===== src/hdl/can_bit_timing_calculator_core_defines.svh =====
// Assertion macros shared by the bit timing calculator RTL.
// Depends on nothing; users must have clk and rst_n in scope.
`ifndef CAN_BIT_TIMING_CALCULATOR_CORE_DEFINES_SVH
`define CAN_BIT_TIMING_CALCULATOR_CORE_DEFINES_SVH

`define CBT_ASSERT_SAME(label, ante, cons, msg) \
    label: assert property (@(posedge clk) disable iff (!rst_n) (ante) |-> (cons)) \
        else $error(msg);

`define CBT_ASSERT_NEXT(label, ante, cons, msg) \
    label: assert property (@(posedge clk) disable iff (!rst_n) (ante) |=> (cons)) \
        else $error(msg);

`endif


===== src/hdl/cbt_pkg.sv =====
// Package for the CAN bit timing calculator: widths, constants, codes,
// controller state type, command struct and the reciprocal table. No dependencies.
`timescale 1ns / 1ps
`default_nettype none

package cbt_pkg;

    localparam int unsigned DATA_W      = 32;
    localparam int unsigned QUANTA_W    = 5;
    localparam int unsigned PRESC_W     = 10;
    localparam int unsigned SEG1_W      = 4;
    localparam int unsigned SEG2_W      = 1;
    localparam int unsigned SJW_W       = 2;
    localparam int unsigned STATUS_W    = 2;

    localparam int unsigned QUANTA_MAX      = 18;
    localparam int unsigned QUANTA_FALLBACK = 9;
    localparam int unsigned QUANTA_COUNT    = QUANTA_MAX - QUANTA_FALLBACK + 1;
    localparam int unsigned SEG2_SHIFT      = 3;
    localparam int unsigned JUMP_WIDTH      = 2;
    localparam int unsigned PRESCALER_MAX   = 1024;

    localparam int unsigned BIG_LIMIT   = (PRESCALER_MAX + 1) * QUANTA_MAX;
    localparam int unsigned SMALL_W     = 15;
    localparam int unsigned RECIP_SHIFT = 21;
    localparam int unsigned RECIP_W     = 18;
    localparam int unsigned PROD_W      = SMALL_W + RECIP_W;
    localparam int unsigned QUOT_W      = PROD_W - RECIP_SHIFT;
    localparam int unsigned RECIP_ONE   = 2 ** RECIP_SHIFT;

    localparam int unsigned DIV_STEPS   = DATA_W;
    localparam int unsigned CNT_W       = 6;

    localparam logic [STATUS_W-1:0] STATUS_OK        = 2'd0;
    localparam logic [STATUS_W-1:0] STATUS_RATE_ZERO = 2'd1;
    localparam logic [STATUS_W-1:0] STATUS_RANGE     = 2'd2;

    typedef enum logic [1:0] {
        ST_IDLE,
        ST_DIVIDE,
        ST_SEARCH,
        ST_WRITE
    } cbt_state_t;

    typedef struct packed {
        logic                load;
        logic                div_step;
        logic                issue;
        logic [QUANTA_W-1:0] quanta;
        logic                finish;
    } cbt_cmd_t;

    function automatic logic [RECIP_W-1:0] recip(input logic [QUANTA_W-1:0] q);
        logic [RECIP_W-1:0] r;
        case (q)
            5'd9:    r = RECIP_W'((RECIP_ONE + 8) / 9);
            5'd10:   r = RECIP_W'((RECIP_ONE + 9) / 10);
            5'd11:   r = RECIP_W'((RECIP_ONE + 10) / 11);
            5'd12:   r = RECIP_W'((RECIP_ONE + 11) / 12);
            5'd13:   r = RECIP_W'((RECIP_ONE + 12) / 13);
            5'd14:   r = RECIP_W'((RECIP_ONE + 13) / 14);
            5'd15:   r = RECIP_W'((RECIP_ONE + 14) / 15);
            5'd16:   r = RECIP_W'((RECIP_ONE + 15) / 16);
            5'd17:   r = RECIP_W'((RECIP_ONE + 16) / 17);
            5'd18:   r = RECIP_W'((RECIP_ONE + 17) / 18);
            default: r = '0;
        endcase
        return r;
    endfunction

endpackage

`default_nettype wire


===== src/hdl/cbt_in_if.sv =====
// Input channel of the bit timing calculator: clock and bit rate request.
// Depends on cbt_pkg.
`timescale 1ns / 1ps
`default_nettype none

interface cbt_in_if
    import cbt_pkg::*;
();
    logic              valid;
    logic              ready;
    logic [DATA_W-1:0] clock_hz;
    logic [DATA_W-1:0] bit_rate;

    modport source (output valid, output clock_hz, output bit_rate, input ready);
    modport sink (input valid, input clock_hz, input bit_rate, output ready);
endinterface

`default_nettype wire


===== src/hdl/cbt_out_if.sv =====
// Output channel of the bit timing calculator: timing codes and status.
// Depends on cbt_pkg.
`timescale 1ns / 1ps
`default_nettype none

interface cbt_out_if
    import cbt_pkg::*;
();
    logic                valid;
    logic                ready;
    logic [QUANTA_W-1:0] quanta_per_bit;
    logic [PRESC_W-1:0]  prescaler_code;
    logic [SEG1_W-1:0]   seg1_code;
    logic [SEG2_W-1:0]   seg2_code;
    logic [SJW_W-1:0]    jump_width_code;
    logic [DATA_W-1:0]   timing_word;
    logic [STATUS_W-1:0] status;

    modport source (
        output valid, output quanta_per_bit, output prescaler_code, output seg1_code,
        output seg2_code, output jump_width_code, output timing_word, output status,
        input ready
    );
    modport sink (
        input valid, input quanta_per_bit, input prescaler_code, input seg1_code,
        input seg2_code, input jump_width_code, input timing_word, input status,
        output ready
    );
endinterface

`default_nettype wire


===== src/hdl/can_bit_timing_calculator_core.sv =====
// Top level of the CAN bit timing calculator: controller plus datapath.
// Depends on cbt_pkg, cbt_in_if, cbt_out_if, cbt_controller, cbt_datapath.
//
//   Channel   Dir   Payload
//   in_ch     sink  clock_hz, bit_rate
//   out_ch    src   quanta_per_bit, prescaler_code, seg1_code, seg2_code,
//                   jump_width_code, timing_word, status
//
// A result is valid after its input transfer has passed 32 divider steps, the quanta
// sweep through the two-stage reciprocal pipeline and one result write; the next
// transfer is taken only once the result write has been done.
// Reset is asynchronous and active low; no clearing pass is needed.
// A waiting result does not stop the next transfer in; only the final write waits
// until the output register is free.
`timescale 1ns / 1ps
`default_nettype none
`include "can_bit_timing_calculator_core_defines.svh"

module can_bit_timing_calculator_core
    import cbt_pkg::*;
(
    input  wire logic clk,
    input  wire logic rst_n,
    cbt_in_if.sink    in_ch,
    cbt_out_if.source out_ch
);

    cbt_cmd_t cmd;
    logic     in_xfer;
    logic     out_ok;
    logic     out_err;
    logic     quanta_legal;
    logic     fields_zero;
    logic     slot_open;

    cbt_controller u_ctrl (
        .clk       (clk),
        .rst_n     (rst_n),
        .in_valid  (in_ch.valid),
        .in_ready  (in_ch.ready),
        .out_valid (out_ch.valid),
        .out_ready (out_ch.ready),
        .cmd       (cmd)
    );

    cbt_datapath u_dp (
        .clk             (clk),
        .rst_n           (rst_n),
        .cmd             (cmd),
        .clock_hz        (in_ch.clock_hz),
        .bit_rate        (in_ch.bit_rate),
        .quanta_per_bit  (out_ch.quanta_per_bit),
        .prescaler_code  (out_ch.prescaler_code),
        .seg1_code       (out_ch.seg1_code),
        .seg2_code       (out_ch.seg2_code),
        .jump_width_code (out_ch.jump_width_code),
        .timing_word     (out_ch.timing_word),
        .status          (out_ch.status)
    );

    assign in_xfer      = in_ch.valid && in_ch.ready;
    assign out_ok       = out_ch.valid && (out_ch.status == STATUS_OK);
    assign out_err      = out_ch.valid && (out_ch.status != STATUS_OK);
    assign quanta_legal = (out_ch.quanta_per_bit >= QUANTA_W'(QUANTA_FALLBACK))
                       && (out_ch.quanta_per_bit <= QUANTA_W'(QUANTA_MAX));
    assign fields_zero  = (out_ch.timing_word == '0) && (out_ch.quanta_per_bit == '0);
    assign slot_open    = !out_ch.valid || out_ch.ready;

    `CBT_ASSERT_NEXT(a_busy_after_transfer, in_xfer, !in_ch.ready, "ready after transfer")
    `CBT_ASSERT_SAME(a_quanta_range, out_ok, quanta_legal, "quanta out of range")
    `CBT_ASSERT_SAME(a_error_zero_word, out_err, fields_zero, "error result not zero")
    `CBT_ASSERT_SAME(a_finish_needs_slot, cmd.finish, slot_open, "result overwritten")

endmodule

`default_nettype wire


===== src/hdl/cbt_controller.sv =====
// Sequencer for the bit timing calculator: divide, quanta sweep, result write.
// Depends on cbt_pkg.
`timescale 1ns / 1ps
`default_nettype none

module cbt_controller
    import cbt_pkg::*;
(
    input  wire logic     clk,
    input  wire logic     rst_n,
    input  wire logic     in_valid,
    output logic          in_ready,
    output logic          out_valid,
    input  wire logic     out_ready,
    output cbt_cmd_t      cmd
);

    cbt_state_t       state_reg;
    cbt_state_t       state_next;
    logic [CNT_W-1:0] cnt_reg;
    logic [CNT_W-1:0] cnt_next;
    logic             out_valid_reg;
    logic             out_valid_next;
    logic             slot_free;

    assign slot_free = !out_valid_reg || out_ready;
    assign out_valid = out_valid_reg;

    always_comb
    begin
        state_next = state_reg;
        cnt_next   = cnt_reg;
        case (state_reg)
            ST_IDLE:
            begin
                cnt_next = '0;
                if (in_valid)
                begin
                    state_next = ST_DIVIDE;
                end
            end
            ST_DIVIDE:
            begin
                if (cnt_reg == CNT_W'(DIV_STEPS - 1))
                begin
                    cnt_next   = '0;
                    state_next = ST_SEARCH;
                end
                else
                begin
                    cnt_next = cnt_reg + 1'b1;
                end
            end
            ST_SEARCH:
            begin
                if (cnt_reg == CNT_W'(QUANTA_COUNT))
                begin
                    cnt_next   = '0;
                    state_next = ST_WRITE;
                end
                else
                begin
                    cnt_next = cnt_reg + 1'b1;
                end
            end
            ST_WRITE:
            begin
                if (slot_free)
                begin
                    state_next = ST_IDLE;
                end
            end
            default:
            begin
                state_next = ST_IDLE;
            end
        endcase
    end

    always_comb
    begin
        in_ready       = 1'b0;
        cmd            = '0;
        out_valid_next = out_valid_reg && !out_ready;
        case (state_reg)
            ST_IDLE:
            begin
                in_ready = 1'b1;
                cmd.load = in_valid;
            end
            ST_DIVIDE:
            begin
                cmd.div_step = 1'b1;
            end
            ST_SEARCH:
            begin
                cmd.issue  = cnt_reg < CNT_W'(QUANTA_COUNT);
                cmd.quanta = QUANTA_W'(QUANTA_MAX) - cnt_reg[QUANTA_W-1:0];
            end
            ST_WRITE:
            begin
                cmd.finish = slot_free;
                if (slot_free)
                begin
                    out_valid_next = 1'b1;
                end
            end
            default:
            begin
                cmd = '0;
            end
        endcase
    end

    always_ff @(posedge clk or negedge rst_n)
    begin
        if (!rst_n)
        begin
            state_reg     <= ST_IDLE;
            cnt_reg       <= '0;
            out_valid_reg <= 1'b0;
        end
        else
        begin
            state_reg     <= state_next;
            cnt_reg       <= cnt_next;
            out_valid_reg <= out_valid_next;
        end
    end

endmodule

`default_nettype wire


===== src/hdl/cbt_datapath.sv =====
// Datapath of the bit timing calculator: restoring divider, reciprocal quanta
// test pipeline and result register. Depends on cbt_pkg.
`timescale 1ns / 1ps
`default_nettype none

module cbt_datapath
    import cbt_pkg::*;
(
    input  wire logic                clk,
    input  wire logic                rst_n,
    input  wire cbt_cmd_t            cmd,
    input  wire logic [DATA_W-1:0]   clock_hz,
    input  wire logic [DATA_W-1:0]   bit_rate,
    output logic [QUANTA_W-1:0]      quanta_per_bit,
    output logic [PRESC_W-1:0]       prescaler_code,
    output logic [SEG1_W-1:0]        seg1_code,
    output logic [SEG2_W-1:0]        seg2_code,
    output logic [SJW_W-1:0]         jump_width_code,
    output logic [DATA_W-1:0]        timing_word,
    output logic [STATUS_W-1:0]      status
);

    logic [DATA_W-1:0]   num_reg;
    logic [DATA_W-1:0]   den_reg;
    logic [DATA_W-1:0]   rem_reg;
    logic                rate_zero_reg;
    logic [DATA_W:0]     shifted;
    logic [DATA_W:0]     trial;

    logic [PROD_W-1:0]   prod_reg;
    logic [QUANTA_W-1:0] q1_reg;
    logic                v1_reg;
    logic [QUOT_W-1:0]   quot;
    logic [SMALL_W+1:0]  back;
    logic                hit;

    logic                found_reg;
    logic [QUANTA_W-1:0] qsel_reg;
    logic [QUOT_W-1:0]   presc_reg;

    logic                big;
    logic                bad_presc;
    logic [STATUS_W-1:0] status_next;
    logic [QUANTA_W-1:0] seg2;
    logic [QUANTA_W-1:0] seg1;
    logic [PRESC_W-1:0]  presc_code;
    logic [SEG1_W-1:0]   seg1_c;
    logic [SEG2_W-1:0]   seg2_c;
    logic [SJW_W-1:0]    sjw_c;

    logic [QUANTA_W-1:0] quanta_reg;
    logic [PRESC_W-1:0]  presc_code_reg;
    logic [SEG1_W-1:0]   seg1_code_reg;
    logic [SEG2_W-1:0]   seg2_code_reg;
    logic [SJW_W-1:0]    sjw_code_reg;
    logic [DATA_W-1:0]   word_reg;
    logic [STATUS_W-1:0] status_reg;

    assign shifted = {rem_reg, num_reg[DATA_W-1]};
    assign trial   = shifted - {1'b0, den_reg};

    always_ff @(posedge clk)
    begin
        if (cmd.load)
        begin
            num_reg       <= clock_hz;
            den_reg       <= bit_rate;
            rem_reg       <= '0;
            rate_zero_reg <= (bit_rate == '0);
        end
        else if (cmd.div_step)
        begin
            if (!trial[DATA_W])
            begin
                rem_reg <= trial[DATA_W-1:0];
                num_reg <= {num_reg[DATA_W-2:0], 1'b1};
            end
            else
            begin
                rem_reg <= shifted[DATA_W-1:0];
                num_reg <= {num_reg[DATA_W-2:0], 1'b0};
            end
        end
    end

    assign quot = prod_reg[PROD_W-1:RECIP_SHIFT];
    assign back = (SMALL_W+2)'(quot) * (SMALL_W+2)'(q1_reg);
    assign hit  = (back == {2'b00, num_reg[SMALL_W-1:0]});

    always_ff @(posedge clk)
    begin
        prod_reg <= num_reg[SMALL_W-1:0] * recip(cmd.quanta);
        q1_reg   <= cmd.quanta;
    end

    always_ff @(posedge clk)
    begin
        if (v1_reg && !found_reg)
        begin
            qsel_reg  <= q1_reg;
            presc_reg <= quot;
        end
    end

    always_ff @(posedge clk or negedge rst_n)
    begin
        if (!rst_n)
        begin
            v1_reg    <= 1'b0;
            found_reg <= 1'b0;
        end
        else
        begin
            v1_reg <= cmd.issue;
            if (cmd.load)
            begin
                found_reg <= 1'b0;
            end
            else if (v1_reg && (hit || q1_reg == QUANTA_W'(QUANTA_FALLBACK)))
            begin
                found_reg <= 1'b1;
            end
        end
    end

    assign big        = (num_reg >= DATA_W'(BIG_LIMIT));
    assign bad_presc  = big || (presc_reg == '0) || (presc_reg > QUOT_W'(PRESCALER_MAX));
    assign seg2       = qsel_reg >> SEG2_SHIFT;
    assign seg1       = qsel_reg - seg2 - 1'b1;
    assign presc_code = PRESC_W'(presc_reg - 1'b1);
    assign seg1_c     = SEG1_W'(seg1 - 1'b1);
    assign seg2_c     = SEG2_W'(seg2 - 1'b1);
    assign sjw_c      = SJW_W'(JUMP_WIDTH - 1);

    always_comb
    begin
        if (rate_zero_reg)
        begin
            status_next = STATUS_RATE_ZERO;
        end
        else if (bad_presc)
        begin
            status_next = STATUS_RANGE;
        end
        else
        begin
            status_next = STATUS_OK;
        end
    end

    always_ff @(posedge clk)
    begin
        if (cmd.finish)
        begin
            status_reg <= status_next;
            if (status_next == STATUS_OK)
            begin
                quanta_reg     <= qsel_reg;
                presc_code_reg <= presc_code;
                seg1_code_reg  <= seg1_c;
                seg2_code_reg  <= seg2_c;
                sjw_code_reg   <= sjw_c;
                word_reg       <= {6'b0, sjw_c, 1'b0, 3'(seg2 - 1'b1), seg1_c,
                                   6'b0, presc_code};
            end
            else
            begin
                quanta_reg     <= '0;
                presc_code_reg <= '0;
                seg1_code_reg  <= '0;
                seg2_code_reg  <= '0;
                sjw_code_reg   <= '0;
                word_reg       <= '0;
            end
        end
    end

    assign quanta_per_bit  = quanta_reg;
    assign prescaler_code  = presc_code_reg;
    assign seg1_code       = seg1_code_reg;
    assign seg2_code       = seg2_code_reg;
    assign jump_width_code = sjw_code_reg;
    assign timing_word     = word_reg;
    assign status          = status_reg;

endmodule

`default_nettype wire

===== src/flat_wrapper.sv =====
// flat-port wrapper written by rule: the top's interface ports become plain ports
module can_bit_timing_calculator_core_flat import cbt_pkg::*;
  (clk, rst_n, in_ch_valid, in_ch_clock_hz, in_ch_bit_rate, in_ch_ready, out_ch_valid, out_ch_quanta_per_bit, out_ch_prescaler_code, out_ch_seg1_code, out_ch_seg2_code, out_ch_jump_width_code, out_ch_timing_word, out_ch_status, out_ch_ready);
  cbt_in_if in_ch_i ();
  cbt_out_if out_ch_i ();
  input  wire logic clk;
  input  wire logic rst_n;
  input wire logic [$bits(in_ch_i.valid)-1:0] in_ch_valid;
  input wire logic [$bits(in_ch_i.clock_hz)-1:0] in_ch_clock_hz;
  input wire logic [$bits(in_ch_i.bit_rate)-1:0] in_ch_bit_rate;
  output wire logic [$bits(in_ch_i.ready)-1:0] in_ch_ready;
  output wire logic [$bits(out_ch_i.valid)-1:0] out_ch_valid;
  output wire logic [$bits(out_ch_i.quanta_per_bit)-1:0] out_ch_quanta_per_bit;
  output wire logic [$bits(out_ch_i.prescaler_code)-1:0] out_ch_prescaler_code;
  output wire logic [$bits(out_ch_i.seg1_code)-1:0] out_ch_seg1_code;
  output wire logic [$bits(out_ch_i.seg2_code)-1:0] out_ch_seg2_code;
  output wire logic [$bits(out_ch_i.jump_width_code)-1:0] out_ch_jump_width_code;
  output wire logic [$bits(out_ch_i.timing_word)-1:0] out_ch_timing_word;
  output wire logic [$bits(out_ch_i.status)-1:0] out_ch_status;
  input wire logic [$bits(out_ch_i.ready)-1:0] out_ch_ready;
  assign in_ch_i.valid = in_ch_valid;
  assign in_ch_i.clock_hz = in_ch_clock_hz;
  assign in_ch_i.bit_rate = in_ch_bit_rate;
  assign in_ch_ready = in_ch_i.ready;
  assign out_ch_valid = out_ch_i.valid;
  assign out_ch_quanta_per_bit = out_ch_i.quanta_per_bit;
  assign out_ch_prescaler_code = out_ch_i.prescaler_code;
  assign out_ch_seg1_code = out_ch_i.seg1_code;
  assign out_ch_seg2_code = out_ch_i.seg2_code;
  assign out_ch_jump_width_code = out_ch_i.jump_width_code;
  assign out_ch_timing_word = out_ch_i.timing_word;
  assign out_ch_status = out_ch_i.status;
  assign out_ch_i.ready = out_ch_ready;
  can_bit_timing_calculator_core u_core (.clk(clk), .rst_n(rst_n), .in_ch(in_ch_i), .out_ch(out_ch_i));
endmodule

===== config.mk =====
export PLATFORM = sky130hd
export DESIGN_NAME = can_bit_timing_calculator_core_flat
export DESIGN_NICKNAME = d
export VERILOG_FILES = /design/src/hdl/cbt_pkg.sv /design/src/hdl/cbt_in_if.sv /design/src/hdl/cbt_out_if.sv /design/src/hdl/can_bit_timing_calculator_core.sv /design/src/hdl/cbt_controller.sv /design/src/hdl/cbt_datapath.sv /design/src/flat_wrapper.sv
export VERILOG_INCLUDE_DIRS = /design/src /design/src/hdl
export SDC_FILE = /design/constraint.sdc
export NUM_CORES = 1
export LEC_CHECK = 0
export BUFFER_PORTS_ARGS = -buffer_cell sky130_fd_sc_hd__buf_2
export CAP_MARGIN = 20
export CORE_MARGIN = 2
export CORE_UTILIZATION = 38
export DETAILED_ROUTE_END_ITERATION = 7
export SYNTH_ARGS = -nofsm -noshare
export SYNTH_HDL_FRONTEND = slang
export SYNTH_SLANG_ARGS = --single-unit

===== constraint.sdc =====
create_clock -name clk -period 10.6 [get_ports clk]
set_input_delay 1.06 -clock clk [delete_from_list [all_inputs] [get_ports clk]]
set_output_delay 1.06 -clock clk [all_outputs]
set_load 0.02 [all_outputs]

### Word-level counts from Yosys, hierarchy flattened

Memory sizes are Yosys's and may differ from the RTL's.
Index checks and enable logic that the tools add are counted.

| storage, ports and cells | value |
|---|---|
| flip-flop bits (word level) | 219 |
| latch bits | 0 |
| memory bits (writable) | 0 |
| ROM bits | 576 |
| input bits | 68 |
| output and inout port bits | 58 |
| logic and storage cells | 89 |
| memories | 1 |

| operators by class | value |
|---|---|
| add/sub/neg operators | 8 |
| multiply operators | 2 |
| div/mod/pow operators | 0 |
| order comparisons | 3 |
| equal/unequal tests | 11 |
| shift operators | 0 |
| mux-type cells | 25 |
| bitwise gates (word level) | 0 |
| reductions and logical operators | 18 |

Memory list:

| name | words | bits a word | read ports | clocked after memory_dff | wr ports | line | RTL |
|---|---|---|---|---|---|---|---|
| (name not given) | 32 | 18 | 1 | 0 | 0 | cbt_pkg.sv:55 | `case (q)` |

Operators by type and width:

| cell | count |
|---|---|
| two-way mux 32 bit | 3 |
| multiplier 15 x 18 -> 33 bit | 1 |
| subtractor 33 x 32 -> 33 bit | 1 |
| greater-or-equal comparator 32 x 15 -> 1 bit (second input constant) | 1 |
| zero test 32 bit | 1 |
| two-way mux 25 bit | 1 |
| two-way mux 6 bit | 3 |
| case mux 6 bit (3 select lines) | 1 |
| equality test 17 x 15 -> 1 bit | 1 |
| multiplier 12 x 5 -> 17 bit | 1 |
| greater-than comparator 12 x 11 -> 1 bit (second input constant) | 1 |
| zero test 12 bit | 1 |
| two-way mux 2 bit | 6 |
| two-way mux 1 bit | 10 |
| subtractor 10 x 1 -> 10 bit (second input constant) | 1 |
| case mux 2 bit (4 select lines) | 1 |
| subtractor 4 x 1 -> 4 bit (second input constant) | 2 |
| adder 6 x 1 -> 6 bit (second input constant) | 1 |
| equality test 6 x 4 -> 1 bit (second input constant) | 1 |
| equality test 6 x 5 -> 1 bit (second input constant) | 1 |
| < comparator 6 x 4 -> 1 bit (second input constant) | 1 |
| != test 2 bit (second input constant) | 3 |
| equality test 5 x 4 -> 1 bit (second input constant) | 1 |
| subtractor 5 bit (first input constant) | 1 |
| other kinds (12) | 22 |

### Logic depth before layout (Yosys ltp)

Gate-level depths: netlist (run 1).

| logic depth | value |
|---|---|
| depth in word-level cells | 7 |
| gate-level depth with buffers | 35 |
| gate-level depth less buffers | 33 |

### By module

From an unflattened synthesis (run 1), not the netlist that was laid out.

| unflattened totals | value |
|---|---|
| cells, all modules | 2,029 |
| area total of the unflattened synthesis | 19,406.1 µm² |

By module, submodules not included:

| module | instances | cells an instance | area each (µm²) | seq. area each (µm²) |
|---|---|---|---|---|
| cbt_datapath | 1 | 1,946 | 18,689.2 | 4,244.1 |
| cbt_controller | 1 | 83 | 716.9 | 225.2 |

### Worst setup path after synthesis (run 1)

No wires, ideal clock.

| path | value |
|---|---|
| path kind | reg-to-reg |
| start | register u_core.u_ctrl.state_reg[0] |
| end | register u_core.u_dp.prod_reg[31] |
| library setup time | 0.072 ns |
| data arrival time | 7.893 ns |
| data required time | 10.528 ns |
| slack | 2.635 ns |
| cell stages (with the launch flop) | 33 |
| path buffers | 2 |
| period minus slack after synthesis | 7.965 ns |
| path through | dfrtp_1 > inv_1 > ha_1 > clkbuf_1 > inv_1 > nor2_1 > inv_1 > ha_1 > nor3_1 > a21oi_1 > o21bai_2 > clkbuf_1 > nand2_1 > fa_1 > fa_1 > fa_1 > inv_1 > fa_1 > fa_1 > inv_1 > fa_1 > inv_1 > ha_1 > a211oi_1 > nand3b_1 > o211a_1 > a211oi_2 > a2bb2oi_2 > o21ai_2 > a221o_2 > o21a_1 > nor2_1 > xnor2_1 |

RTL lines:

| item | line | RTL |
|---|---|---|
| start, declared | cbt_controller.sv:18 | `cbt_state_t state_reg;` |
| start signal, assigned | cbt_controller.sv:125 | `state_reg <= state_next;` |
| end signal, assigned | cbt_datapath.sv:92 | `prod_reg <= num_reg[SMALL_W-1:0] * recip(cmd.quanta);` |
| end, declared | cbt_datapath.sv:30 | `logic [PROD_W-1:0] prod_reg;` |

==> results of run 1 <==
[Yosys cell counts (4+ instances only)]
cell type / instances
dfxtp_1: 49
o31ai_1: 7
a211oi_1: 10
nand2b_1: 11
nand2_1: 300
edfxtp_1: 107
a211o_1: 5
a21oi_1: 80
or4_1: 5
ha_1: 172
clkbuf_1: 77
inv_1: 298
buf_1: 5
mux2i_1: 20
or2_2: 7
o211ai_1: 7
o21a_1: 13
o31a_1: 4
fa_1: 237
nand3_1: 30
nor2b_1: 11
a31oi_1: 13
nor3_1: 25
nor2_1: 91
o41ai_2: 4
xnor2_1: 49
xor2_1: 13
nand4_1: 13
dfrtp_1: 11
and2_1: 191
nor4_1: 15
o21ai_0: 63
o21bai_1: 9
a31o_2: 4
a21o_1: 28
buf_4: 35
and3_1: 10
[final cells by class]
class | instances | area (um^2) | share of cell area [%]
antenna | 1 | 2.50 | 0.0119
clock buffer | 18 | 439 | 2.09
clock inverter | 14 | 139 | 0.662
inverter | 298 | 1120 | 5.33
multi-input combinational | 1528 | 13300 | 63.3
sequential | 167 | 4470 | 21.3
tap | 672 | 841 | 4.01
timing repair buffer | 129 | 693 | 3.30
[cell usage in the layout, fill, tap and decap left out, types with 10 or more instances in the layout]
cell       count
o21ai_0       63
nor2b_1       11
nand2b_1      11
conb_1        15
nor4_1        15
buf_2        110
and3_1        10
a31oi_1       13
buf_4         19
and2_1       191
a211oi_1      10
inv_1        297
nor2_1        91
mux2i_1       20
xor2_1        13
ha_1         171
clkbuf_16     17
fa_1         237
nand4_1       13
edfxtp_1     107
dfxtp_1       49
nand2_1      298
xnor2_1       49
o21a_1        13
a21oi_1       79
dfrtp_1       11
a21o_1        28
nor3_1        25
nand3_1       30
[routing by layer]
metal	global-route usage, %	vias to the layer above	routed length, um
met5	0	-	0
met4	5.73	0	936
met3	3.08	61	2360
met2	29.9	351	21900
met1	26.7	7226	22800
li1	-	6854	-
[per-stage QoR]
stage / cell area [um^2] / hold WS (ps) / total power, mW / instances / worst slack [ps]
2_1_floorplan: 19500 / 442 / 3.11 / 2115 / 2640
3_3_place_gp: 20400 / 455 / 3.77 / 2794 / 2040
3_5_place_dp: 20400 / 461 / 3.82 / 2794 / 1740
4_1_cts: 21000 / 422 / 4.49 / 2826 / 1700
5_1_grt: 21000 / 445 / 4.86 / 2826 / 1190
6_report: 21000 / 453 / 4.45 / 2827 / 1700
[final timing paths]
check / endpoint / slack (ps) / startpoint
min in group clk: u_core.u_dp.status[0] / 480 / u_core.u_dp.rate_zero_reg
min: u_core.u_ctrl.out_valid / 450 / rst_n
min reg2reg: u_core.u_dp.status[0] / 480 / u_core.u_dp.rate_zero_reg
max in group asynchronous: u_core.u_ctrl.cnt_reg[5] / 9880 / rst_n
max reg2reg: u_core.u_dp.prod_reg[31] / 1700 / u_core.u_ctrl.state_reg[0]
max: u_core.u_dp.prod_reg[31] / 1700 / u_core.u_ctrl.state_reg[0]
[worst max-delay path, delay by kind of cell (launching register included)]
family / cells / cell delay, ps
adders and majority gates: 9 / 4160
AOI/OAI and AO/OA: 8 / 1910
and+or+nand+nor: 7 / 1450
buffers and inverters: 7 / 730
DFF: 1 / 420
xor gates and xnor gates: 1 / 140
[kinds of logic (layout without fill, tap and decap cells)]
group | after synthesis | in the layout | share of synthesized area, %
mux | 22 | 22 | 1.15
xor+xnor | 63 | 63 | 2.88
fa+ha+maj | 409 | 409 | 35.5
compound gates | 293 | 293 | 10.3
simple gates | 726 | 726 | 18.2
buf+inv | 420 | 459 | 8.93
flops | 167 | 167 | 23.0
other cells | 1 | 16 | 0.0193
[power groups by stage]
stage	clock network, mW	logic (mW)	registers, mW
2_1_floorplan	0	2.00	1.12
3_3_place_gp	0	2.54	1.23
3_5_place_dp	0	2.58	1.23
4_1_cts	0.652	2.61	1.22
5_1_grt	0.676	2.93	1.26
6_report	0.635	2.59	1.23
==> results_dict.tcl, run 1 <==
set metrics [dict create \
    finalSetupViolations 0 \
    crit_path_start_kind "flip-flop" \
    synthCells 2101 \
    max-vdd-ir-drop_mv 0.144 \
    power.density_nw_per_um2 212 \
    avgViaCountPerCell 5.13 \
    wl_per_cell_um 17.0 \
    antenna_found_initial 0 \
    worstPathRequired_ps 11000 \
    grt_max_degree 72 \
    postCtsHoldBufs 0 \
    path_class "flip-flop to flip-flop" \
    avgSynthCellArea_um2 9.24 \
    internal_power_mw 2.29 \
    clk_pin_slew_ps 90 \
    cts-htree-levels 4 \
    synth-async-reset-ratio_pct 6.59 \
    drc 0 \
    yosys_warnings 0 \
    fmax_ghz 0.112 \
    cts_tree "yes" \
    finalWirelength_um 48000 \
    vias 14500 \
    reg2reg_depth 32 \
    tightest_slew_ps 1080 \
    die_width_um 230 \
    post-route-period-util_pct 84.0 \
    fin_worst_skew_ps 21.6 \
    synth_top_area_share_pct 24.4 \
    cp_slowest_stage_delay_ps 560 \
    numPortBuffers 110 \
    hold_viol_final 0 \
    cpMostUsedCell "inv_1" \
    cts.sinks 167 \
    switching_share_pct 48.6 \
    grt_pass1_vias 15100 \
    grt_pass1_wl_um 79700 \
    ios 126 \
    layout_min_cycle_time_ps 8900 \
    p_leak_nw 10.1 \
    drive_above_1_share_pct 9.66 \
    arrival_ps 9300 \
    sequentialPowerShare_pct 27.6 \
    cts_setup_buffers 0 \
    p_sw_mw 2.16 \
    maxCapViolCount 0 \
    core_area_um2 50300 \
    hp-class "primary input to asynchronous set/reset pin" \
    initial_core_util_pct 38.6 \
    clk_latency_ps 490 \
    synth_area_leaders "fa_1, edfxtp_1, ha_1" \
    ant_nets 0 \
    outcome "completed" \
    yosys.area.top_type "fa_1" \
    synth.distinct_cells 81 \
    synth_edf_count 107 \
    gp_congestion 0.901 \
    maxSlewHeadroom_pct 27.7 \
    rsz0062_at_grt "false" \
    ctsResizeCount 0 \
    cts_buffers 17 \
    dpl.hpwl_um 36400 \
    drt_pass1_iterations 5 \
    final_max_slew_viol_count 0 \
    worst_setup_path_end_kind "flip-flop" \
    clockPowerShare_pct 14.3 \
    die_h_um 230 \
    fin_nets 2618 \
    area_delta_synth_final_pct 8.06 \
    combPwrFrac_pct 58.2 \
    synth-main-ff-cell "edfxtp_1" \
    critPathMaxFanout 15 \
    drtIter0Drc 862 \
    nFillCells 5015 \
    fp-row-count 82 \
    synth-seq-cells 167 \
    crit_slowest_cell "fa_1" \
    die_area_um2 52900 \
    synthesis.area_um2 19400 \
    tns_ps 0 \
    grt_use_total_pct 18.9 \
    max-clock-path-buffers 2 \
    overflow 0 \
    fin_util_pct 41.7 \
    cts-root-buf "clkbuf_16" \
    synth_seq_area_share_pct 23.0 \
]
Power figures use the tool's default switching activity.
==> run 2, diff against run 1 <==
--- a/config.mk
+++ b/config.mk
@@ -6,6 +6,7 @@
 export SDC_FILE = /design/constraint.sdc
 export NUM_CORES = 1
 export LEC_CHECK = 0
+export ABC_AREA = 1
 export BUFFER_PORTS_ARGS = -buffer_cell sky130_fd_sc_hd__buf_2
 export CAP_MARGIN = 20
 export CORE_MARGIN = 2
==> constraint.sdc (replaced) <==
create_clock -name clk -period 7.15 [get_ports clk]
set_input_delay 0.715 -clock clk [delete_from_list [all_inputs] [get_ports clk]]
set_output_delay 0.715 -clock clk [all_outputs]
set_load 0.02 [all_outputs]
==> run 2 against run 1 <==
Register-to-register slack lost 1400 ps. Synthesized cell count is 23% higher. Critical path depth shrank 1. Final cell count increased by 22%. Critical path type unchanged. Critical endpoint unchanged.
==> results_dict.tcl, run 2 <==
set metrics [dict create \
    outcome "completed" \
    maxCapViolCount 0 \
    cts.sinks 167 \
    numPortBuffers 110 \
    critPathMaxFanout 8 \
    worst_setup_path_end_kind "flip-flop" \
    synth-async-reset-ratio_pct 6.59 \
    crit_path_start_kind "flip-flop" \
    synth.most_common_cell "nand2_1" \
    post-route-period-util_pct 95.5 \
    hold_ws_ps 97.6 \
    layout_min_cycle_time_ps 6830 \
    crit_slowest_cell "fa_1" \
    synth_area_leaders "fa_1, edfxtp_1, nand2_1" \
    cts-root-buf "clkbuf_16" \
    die_area_um2 54900 \
    antenna_found_initial 0 \
    synthCells 2589 \
    reg2reg_depth 31 \
    die_width_um 234 \
    multi_input_area_um2 13500 \
    cts_buffers 17 \
    maxSlewHeadroom_pct 30.4 \
    cts-htree-levels 4 \
    yosys.area.top_type "fa_1" \
    ant_nets 0 \
    cts_tree "yes" \
    initial_core_util_pct 38.4 \
    fin_worst_skew_ps 13.5 \
    area_delta_synth_final_pct 13.8 \
    cp_slowest_stage_delay_ps 550 \
    synthesis.area_um2 20200 \
    grt_max_degree 84 \
    clk_latency_ps 490 \
    tightest_slew_ps 1040 \
    r2r_setup_slack_ps 320 \
    wl_per_cell_um 17.5 \
    fin_util_pct 43.7 \
    fmax_ghz 0.147 \
    grt_pass1_wl_um 95200 \
    final_common_cell "nand2_1" \
    drive_above_1_share_pct 13.0 \
    postCtsHoldBufs 0 \
    finalWirelength_um 60500 \
    dpl.hpwl_um 49000 \
    path_class "flip-flop to flip-flop" \
    final_max_slew_viol_count 0 \
    avgViaCountPerCell 4.96 \
    gp_congestion 0.933 \
    drt_pass1_iterations 5 \
    die_h_um 234 \
    layoutNonFillerInstCount 3458 \
    yosys_warnings 0 \
    hold_viol_final 0 \
    regArea_um2 4470 \
    worstPathRequired_ps 7520 \
    placedCellCount 3402 \
    r2r-start "u_core.u_ctrl.cnt_reg[0]" \
    finalSetupViolations 0 \
    synth_seq_area_share_pct 22.2 \
    grt_use_total_pct 22.6 \
    grt_pass1_vias 17700 \
    vias 17100 \
    arrival_ps 7200 \
    avgSynthCellArea_um2 7.79 \
    overflow 0 \
    nFillCells 5329 \
    synth-seq-cells 167 \
    path_buf_inv 7 \
    path_delay_family "adder cells" \
    synth-main-ff-cell "edfxtp_1" \
    drc 0 \
    synth_top_area_share_pct 23.5 \
    hp-class "primary input to asynchronous set/reset pin" \
    reg2reg_to "u_core.u_dp.prod_reg[31]" \
    fin_nets 3233 \
    synth_edf_count 107 \
    core_area_um2 52600 \
    ios 126 \
    fp-row-count 84 \
    mostFrequentLayoutCells "nand2_1, inv_1, nor2_1" \
    clk_pin_slew_ps 80 \
    max-clock-path-buffers 2 \
    synth.distinct_cells 54 \
    ys_top_cells_by_count "nand2_1, inv_1, nor2_1" \
    drtIter0Drc 1056 \
]
run 2: layer usage:
layer | global-route usage [%] | part of all wire, % | vias up
li1 | - | - | 8258
met1 | 28.2 | 43 | 8388
met2 | 39.6 | 49 | 388
met3 | 3.50 | 4.5 | 106
met4 | 8.04 | 3.4 | 0
met5 | 0 | 0 | -
run 2: worst reg2reg max path: cells and delay by family, from the launching register on:
kind            cells  cell delay [ps]
compound gates      5              600
fa+ha+maj           8             3630
buf+inv             7              900
flops               1              430
simple gates       11             1140
run 2: per-stage QoR:
stage	TNS [ps]	instance area (um^2)	setup slack, ps
floorplan	0	20200	477
global placement	0	21900	122
detailed placement	0	21900	84.2
CTS	0	22500	57.4
global route	-56.2	22900	-27.6
finish	0	22900	324
run 2: area by class of cell:
class | count | area share (%)
inverters | 517 | 8.56
diodes | 1 | 0.0109
multi-input cells | 1828 | 59.0
repair buffers | 225 | 6.34
clock inverters | 15 | 0.998
well taps | 688 | 3.75
flip-flops and latches | 167 | 19.5
clock buffers | 17 | 1.85
run 2: logic make-up (layout without fill, tap and decap cells):
group,count (synthesis),in the layout,share of synthesized area (%)
simple gates,1142,1142,23.5
xor+xnor,46,46,2.00
buf+inv,608,774,12.1
compound gates,216,216,5.96
other cells,1,16,0.0186
fa+ha+maj,409,409,34.2
flops,167,167,22.2
run 2: worst max path at each step:
stage                                          start                        to  slack [ps]  cells after the start
after floorplan           u_core.u_ctrl.state_reg[0]  u_core.u_dp.prod_reg[32]         480                     30
after global placement      u_core.u_ctrl.cnt_reg[0]  u_core.u_dp.prod_reg[32]         120                     32
after detailed placement    u_core.u_ctrl.cnt_reg[0]  u_core.u_dp.prod_reg[29]          80                     29
after CTS                   u_core.u_ctrl.cnt_reg[0]  u_core.u_dp.prod_reg[29]          60                     29
after global routing      u_core.u_ctrl.state_reg[0]  u_core.u_dp.prod_reg[26]         -30                     34
final                       u_core.u_ctrl.cnt_reg[0]  u_core.u_dp.prod_reg[31]         320                     31
run 2: what timing repair did:
action                                  4_1_cts  5_1_grt
buffers inserted                              0       23
resized for setup                             0       76
endpoints found under the setup margin        0       12
Power of run 2 is not shown: default switching activity piles up to over one toggle a cycle in this logic, so the estimate is an artifact.
